===== src/hw/rtl/assert_macros.svh =====
// ----------------------------------------------------------------------------
// assertion macros
// concurrent assertion wrappers, empty when synthesising
// ----------------------------------------------------------------------------
`ifndef ASSERT_MACROS_SVH
`define ASSERT_MACROS_SVH

`ifndef SYNTHESIS

// same-cycle implication, disabled while in reset
`define SIDA_ASSERT_IMP(lbl, clk, rst_n, ante, cons) \
	lbl: assert property (@(posedge clk) disable iff (!rst_n) (ante) |-> (cons)) \
		else $error("assertion failure");

// next-cycle implication, disabled while in reset
`define SIDA_ASSERT_NXT(lbl, clk, rst_n, ante, cons) \
	lbl: assert property (@(posedge clk) disable iff (!rst_n) (ante) |=> (cons)) \
		else $error("assertion failure");

`else

`define SIDA_ASSERT_IMP(lbl, clk, rst_n, ante, cons)
`define SIDA_ASSERT_NXT(lbl, clk, rst_n, ante, cons)

`endif

`endif


===== src/hw/rtl/sida_pkg.sv =====
// ----------------------------------------------------------------------------
// sida_pkg
// types and constants for the signed integer to decimal text converter
// ----------------------------------------------------------------------------
`timescale 1ns / 1ps

package sida_pkg;

	localparam int NUM_BITS   = 32;
	localparam int NUM_DIGITS = 10;
	localparam int DIGIT_W    = 4;
	localparam int IDX_W      = $clog2(NUM_DIGITS);
	localparam int CNT_W      = $clog2(NUM_BITS);
	localparam int CHAR_W     = 6;

	localparam logic [CHAR_W-1:0] CHAR_ZERO  = 6'd48;
	localparam logic [CHAR_W-1:0] CHAR_MINUS = 6'd45;

	typedef logic [NUM_DIGITS-1:0][DIGIT_W-1:0] bcd_t;

	typedef enum logic [1:0] {
		ST_IDLE,
		ST_CONV,
		ST_FIND,
		ST_EMIT
	} state_t;

	// add-three correction of one decimal digit ahead of a left shift
	function automatic logic [DIGIT_W-1:0] bcd_adjust(input logic [DIGIT_W-1:0] d);
		logic [DIGIT_W-1:0] r;
		begin
			r = (d >= 4'd5) ? (d + 4'd3) : d;
			return r;
		end
	endfunction

endpackage


===== src/hw/rtl/signed_int_to_decimal_ascii.sv =====
// ----------------------------------------------------------------------------
// signed_int_to_decimal_ascii
// converts a 32-bit two's complement integer to its decimal ascii text
// ----------------------------------------------------------------------------
// One request on the slave side carries a signed 32-bit number; the block
// returns its decimal text on the master side, one character per request,
// most significant first: a leading '-' for negative values, no leading
// zeros, a single '0' for zero, and tlast on the final character. The most
// negative value gives "-2147483648". The conversion runs on one shared
// shift-and-add-three unit (double dabble) that takes one magnitude bit per
// cycle; an accepted number is converted, its leading digit is found, and
// its characters (1 to 11) are then emitted, each waiting while the master
// side stalls. s_tready is high only while the sequencer is idle; the output
// register may still hold the last character of the previous number when the
// next one is taken.
`timescale 1ns / 1ps

`include "assert_macros.svh"

module signed_int_to_decimal_ascii (
	input  logic        clk,
	input  logic        arst_n,

	input  logic        s_tvalid,
	output logic        s_tready,
	input  logic [31:0] s_tdata,   // [31:0] number

	output logic        m_tvalid,
	input  logic        m_tready,
	output logic [7:0]  m_tdata,   // [5:0] text_char, [7:6] zero
	output logic        m_tlast    // final_char
);

	// sequencer state
	sida_pkg::state_t                  state_q, state_d;
	logic [sida_pkg::CNT_W-1:0]        cnt_q;      // conversion bit count
	logic [sida_pkg::IDX_W-1:0]        idx_q;      // digit being emitted
	logic                              minus_q;    // '-' still to be sent

	// datapath
	logic [sida_pkg::NUM_BITS-1:0]     mag_q;      // magnitude, shifted out msb first
	sida_pkg::bcd_t                    bcd_q;      // decimal digits being built
	sida_pkg::bcd_t                    bcd_adj;    // digits after add-three
	logic [sida_pkg::IDX_W-1:0]        lead_idx;   // highest non-zero digit

	// output register
	logic                              out_valid_q;
	logic [sida_pkg::CHAR_W-1:0]       out_char_q;
	logic                              out_last_q;

	// control from the next-state logic
	logic                              accept;
	logic                              out_free;
	logic                              load_out;
	logic [sida_pkg::CHAR_W-1:0]       load_char;
	logic                              load_last;

	assign accept   = s_tvalid && s_tready;
	assign out_free = !out_valid_q || m_tready;

	// shared unit: add three to every digit of five or more
	always_comb begin
		for (int i = 0; i < sida_pkg::NUM_DIGITS; i++) begin
			bcd_adj[i] = sida_pkg::bcd_adjust(bcd_q[i]);
		end
	end

	// leading digit search, digit zero when the whole number is zero
	always_comb begin
		lead_idx = '0;
		for (int i = 0; i < sida_pkg::NUM_DIGITS; i++) begin
			if (bcd_q[i] != '0) begin
				lead_idx = sida_pkg::IDX_W'(i);
			end
		end
	end

	// next state and character selection
	always_comb begin
		state_d   = state_q;
		s_tready  = 1'b0;
		load_out  = 1'b0;
		load_char = sida_pkg::CHAR_MINUS;
		load_last = 1'b0;
		unique case (state_q)
			sida_pkg::ST_IDLE: begin
				s_tready = 1'b1;
				if (s_tvalid) begin
					state_d = sida_pkg::ST_CONV;
				end
			end
			sida_pkg::ST_CONV: begin
				if (cnt_q == sida_pkg::CNT_W'(sida_pkg::NUM_BITS - 1)) begin
					state_d = sida_pkg::ST_FIND;
				end
			end
			sida_pkg::ST_FIND: begin
				state_d = sida_pkg::ST_EMIT;
			end
			sida_pkg::ST_EMIT: begin
				if (out_free) begin
					load_out = 1'b1;
					if (minus_q) begin
						load_char = sida_pkg::CHAR_MINUS;
						load_last = 1'b0;
					end else begin
						load_char = sida_pkg::CHAR_ZERO + {2'b00, bcd_q[idx_q]};
						load_last = (idx_q == '0);
						if (idx_q == '0) begin
							state_d = sida_pkg::ST_IDLE;
						end
					end
				end
			end
			default: begin
				state_d = sida_pkg::ST_IDLE;
			end
		endcase
	end

	// control registers
	always_ff @(posedge clk or negedge arst_n) begin
		if (!arst_n) begin
			state_q     <= sida_pkg::ST_IDLE;
			cnt_q       <= '0;
			idx_q       <= '0;
			minus_q     <= 1'b0;
			out_valid_q <= 1'b0;
		end else begin
			state_q <= state_d;
			if (accept) begin
				cnt_q   <= '0;
				minus_q <= s_tdata[sida_pkg::NUM_BITS-1];
			end else if (state_q == sida_pkg::ST_CONV) begin
				cnt_q <= cnt_q + 1'b1;
			end
			if (state_q == sida_pkg::ST_FIND) begin
				idx_q <= lead_idx;
			end else if (load_out) begin
				if (minus_q) begin
					minus_q <= 1'b0;
				end else if (idx_q != '0) begin
					idx_q <= idx_q - 1'b1;
				end
			end
			if (load_out) begin
				out_valid_q <= 1'b1;
			end else if (m_tready) begin
				out_valid_q <= 1'b0;
			end
		end
	end

	// datapath registers
	always_ff @(posedge clk) begin
		if (accept) begin
			mag_q <= s_tdata[sida_pkg::NUM_BITS-1] ? (~s_tdata + 32'd1) : s_tdata;
			bcd_q <= '0;
		end else if (state_q == sida_pkg::ST_CONV) begin
			// shift magnitude msb into the adjusted digits, top bit falls off
			bcd_q <= sida_pkg::bcd_t'({bcd_adj, mag_q[sida_pkg::NUM_BITS-1]});
			mag_q <= {mag_q[sida_pkg::NUM_BITS-2:0], 1'b0};
		end
		if (load_out) begin
			out_char_q <= load_char;
			out_last_q <= load_last;
		end
	end

	assign m_tvalid = out_valid_q;
	assign m_tdata  = {2'b00, out_char_q};
	assign m_tlast  = out_last_q;

	// checks
	`SIDA_ASSERT_NXT(a_accept_starts_conv, clk, arst_n, accept,
		(state_q == sida_pkg::ST_CONV) && (cnt_q == '0))
	`SIDA_ASSERT_NXT(a_conv_length, clk, arst_n,
		(state_q == sida_pkg::ST_CONV) && (cnt_q == 5'd31), state_q == sida_pkg::ST_FIND)
	`SIDA_ASSERT_NXT(a_lead_in_range, clk, arst_n, state_q == sida_pkg::ST_FIND,
		idx_q <= 4'd9)
	`SIDA_ASSERT_IMP(a_char_legal, clk, arst_n, m_tvalid,
		(m_tdata == 8'd45) || ((m_tdata >= 8'd48) && (m_tdata <= 8'd57)))
	`SIDA_ASSERT_IMP(a_minus_not_last, clk, arst_n, m_tvalid && (m_tdata == 8'd45),
		!m_tlast)

endmodule

===== config.mk =====
export PLATFORM = sky130hd
export DESIGN_NAME = signed_int_to_decimal_ascii
export DESIGN_NICKNAME = d
export VERILOG_FILES = /design/src/hw/rtl/sida_pkg.sv /design/src/hw/rtl/signed_int_to_decimal_ascii.sv
export VERILOG_INCLUDE_DIRS = /design/src /design/src/hw/rtl
export SDC_FILE = /design/constraint.sdc
export NUM_CORES = 1
export LEC_CHECK = 0
export BUFFER_PORTS_ARGS = -buffer_cell sky130_fd_sc_hd__buf_4
export CAP_MARGIN = 20
export CELL_PAD_IN_SITES_DETAIL_PLACEMENT = 0
export CELL_PAD_IN_SITES_GLOBAL_PLACEMENT = 1
export CORE_ASPECT_RATIO = 1.25
export CORE_UTILIZATION = 50
export DETAILED_ROUTE_END_ITERATION = 8
export PLACE_DENSITY = 0.87
export SETUP_SLACK_MARGIN = 0.15
export SLEW_MARGIN = 20
export SYNTH_ARGS = -nofsm -noshare
export SYNTH_HDL_FRONTEND = slang
export SYNTH_SLANG_ARGS = --single-unit
export TNS_END_PERCENT = 20

===== constraint.sdc =====
create_clock -name clk -period 8 [get_ports clk]
set_clock_uncertainty 0.15 [all_clocks]
set_input_delay 1.2 -clock clk [delete_from_list [all_inputs] [get_ports clk]]
set_output_delay 1.2 -clock clk [all_outputs]
set_load 0.05 [all_outputs]

==> results.py <==
metrics = {
    "status": {
        "outcome": "complete, no violations",
    },
    "sta": {
        "fmax_mhz": 315.8,
        "hold_violations": 0,
        "min_period_ns": 3.166,
        "holdWs_ns": 0.3316,
        "fin_tns_setup_ns": 0,
        "min_period_over_period_pct": 39.58,
        "worst_pin_slew_ns": 0.9729,
        "slew_headroom_pct": 34.91,
        "drv_slew": 0,
        "grt_setup_unrepaired": "false",
        "setup_viol": 0,
    },
    "cts": {
        "clock_path_buffers": 2,
        "cts_htree_levels": 3,
        "cts_setup_buffers": 0,
        "clk_pin_slew_ns": 0.07,
        "cts_tree": "done",
        "cts_resized": 0,
        "cts_sinks": 91,
        "cts_root_buf": "clkbuf_16",
        "cts_inserted_buffers": 9,
        "hold_buffers": 0,
        "clk_latency_ns": 0.34,
    },
    "hold_path": {
        "min-delay-start": "mag_q[31]",
        "hold_path.class": "register to register",
    },
    "global_route": {
        "antenna_found_initial": 0,
        "grt_pass1_vias": 4424,
        "grt_max_degree": 76,
        "grt-ovfl-total": 0,
        "gr-usage-all-layers_pct": 21.25,
        "grt_pass1_wl_mm": 20.24,
    },
    "logic_synthesis": {
        "yosysTopAreaCellShare_pct": 20.34,
        "synthesis.area_um2": 5609,
        "syn_inst": 600,
        "ys_ff_latch": 91,
        "synth_area_per_cell_um2": 9.349,
        "yosysWarnings": 0,
        "synth.distinct_cells": 55,
        "netlist_top_cells_area": "edfxtp_1 20%, dfxtp_1 14%, ha_1 6.2%",
        "yosysSeqAreaShare_pct": 40.42,
        "async_flop_share_pct": 14.29,
        "yosysTopAreaCell": "edfxtp_1",
        "synth_edf_count": 38,
        "yosys_most_used_dff": "dfxtp_1",
    },
    "cells_and_area": {
        "regArea_um2": 2267,
        "fill_cells": 973,
        "multiInputGateArea_um2": 3072,
        "area_growth_pct": 12.22,
        "diodes": 0,
        "utilization_pct": 58.43,
        "fin_nets": 687,
        "drive_above_1_share_pct": 12.42,
    },
    "floorplanning": {
        "die_w_um": 96.74,
        "start_util_pct": 52.07,
        "die_h_um": 120.4,
        "std_cell_rows": 42,
        "ios": 47,
        "core_um2": 10770,
        "dieArea_um2": 11650,
    },
    "drt": {
        "drtIter0Drc": 222,
        "via_per_inst": 5.707,
        "postRouteAntennaNets": 0,
        "drt_wl_total_mm": 11.64,
        "wl_per_cell_um": 15.32,
        "route.detailed.drc": 0,
        "vias": 4337,
        "drt-pass1-iter-count": 4,
    },
    "worst_setup_path": {
        "start_kind": "primary input",
        "cp-end-kind": "register",
        "crit_arrival_ns": 3.06,
        "crit_start": "s_tdata[10]",
        "crit_type": "primary input to register",
        "worstPathRequired_ns": 7.90,
        "reg2reg_from": "state_q[0]",
        "path_max_fanout": 13,
    },
    "power": {
        "finalPower_mw": 2.319,
        "seqPwrFrac_pct": 39.4,
        "power.leakage_nw": 2.552,
        "ir_worst_vdd_mv": 0.1798,
        "switching_power_uw": 911.2,
        "p_sw_share_pct": 39.29,
        "p_int_mw": 1.408,
        "p_clk_share_pct": 19.7,
        "pwr-share-comb_pct": 40.9,
        "power.density_nw_per_um2": 368.4,
    },
    "placement": {
        "dp_hpwl_mm": 8.138,
        "globalplace.congestion": 0.7710,
        "portBuffers": 43,
    },
    "run": {
        "cap_violations": 0,
    },
}
synthesized netlist by cell type (3+ instances only):
master and instances:
o21ai_1 3, a21o_1 10, xor2_1 30, xnor2_1 22, mux2i_1 25, and2_1 3, buf_1 4, dfxtp_1 40
o31ai_1 9, ha_1 28, edfxtp_1 38, buf_4 3, a21oi_1 33, or4_1 3, o221ai_1 3, o21ai_0 55
or3_1 7, o211ai_1 9, clkbuf_1 26, mux4_2 8, dfrtp_1 13, inv_1 34, nand2b_1 31, nor3b_1 5
a31oi_1 4, nand3_1 20, nor2_1 25, nor3_1 6, o41ai_1 10, nand2_1 61
critical path, cell delays in order:
cell     delay [ns]
buf_4          0.12
nor4_1         0.36
nand4_1        0.53
o41ai_1        0.56
xor2_1         0.18
o21ai_0        0.11
cells by family after synthesis:
logic type	Yosys count	share of synthesized area [%]
and+or+nand+nor	177	15.88
AOI/OAI and AO/OA	147	16.35
DFF	91	40.42
buffers and inverters	69	4.974
xor gates and xnor gates	52	8.119
muxes	34	7.874
adders and majority gates	28	6.246
other	2	0.1339
stage by stage:
step / cell area [um^2] / cells / worst slack, ns
4_1_cts: 6295 / 760 / 4.834
5_1_grt: 6295 / 760 / 4.682
3_5_place_dp: 5977 / 744 / 4.480
6_report: 6295 / 760 / 4.834
2_1_floorplan: 5613 / 601 / 4.831
3_3_place_gp: 5977 / 744 / 4.509
power groups by stage:
stage | sequential (mW) | combinational, mW | clock (mW)
6_report | 0.915 | 0.948 | 0.457
5_1_grt | 0.944 | 1.08 | 0.479
4_1_cts | 0.918 | 0.956 | 0.465
3_5_place_dp | 0.927 | 0.948 | 0
3_3_place_gp | 0.914 | 0.911 | 0
2_1_floorplan | 0.886 | 0.739 | 0
sequential cells by signal, summed over array words and instances (netlist names):
| signal | flops |
|---|---|
| idx_q | 4 |
| out_char_q | 5 |
| minus_q | 1 |
| cnt_q | 5 |
| m_tvalid | 1 |
| bcd_q | 40 |
| mag_q | 32 |
| state_q | 2 |
| m_tlast | 1 |
layout by cell type, fill, tap and decap left out, drive strengths merged, types with 3 or more instances in the layout:
cell,n
a21o,10
a21oi,33
a31oi,4
and2,3
buf,46
clkbuf,9
clkinv,3
conb,3
dfrtp,13
dfxtp,40
edfxtp,38
ha,28
inv,34
mux2i,25
mux4,8
nand2,61
nand2b,31
nand3,20
nor2,25
nor3,6
nor3b,6
o211ai,9
o21ai,58
o221ai,3
o31ai,9
o41ai,11
or2,3
or3,7
or4,4
xnor2,22
xor2,30
layout make-up:
| class | count | area share [%] |
|---|---|---|
| Timing Repair Buffer | 46 | 5.486 |
| Clock buffer | 9 | 3.578 |
| Inverter | 34 | 2.027 |
| Sequential cell | 91 | 36.02 |
| Clock inverter | 7 | 1.471 |
| Multi-Input combinational cell | 441 | 48.80 |
| Tap cell | 132 | 2.624 |
metal layers:
metal  share of wire (%)  GRT usage, %  up-vias  wire length, um
met4                 2.5         10.17        0              289
li1                    -             -     2176                -
met5                   0             0        -                0
met1                  44         24.89     2077             5111
met3                 2.1         2.370       19              239
met2                  52         38.64       65             6004
path summary, 6_finish.rpt:
kind / endpoint / slack (ns) / cells after the start
worst max-delay path: mag_q[26] / 4.83 / 6
worst min-delay path: bcd_q[0] / 0.33 / 2
worst max register to register: mag_q[22] / 5.46 / 5
worst min register to register: bcd_q[0] / 0.33 / 2
max in group asynchronous: state_q[1] / 6.98 / 1
min in group asynchronous: state_q[0] / 0.54 / 1
Note: power is estimated with default switching activity, not from simulation.
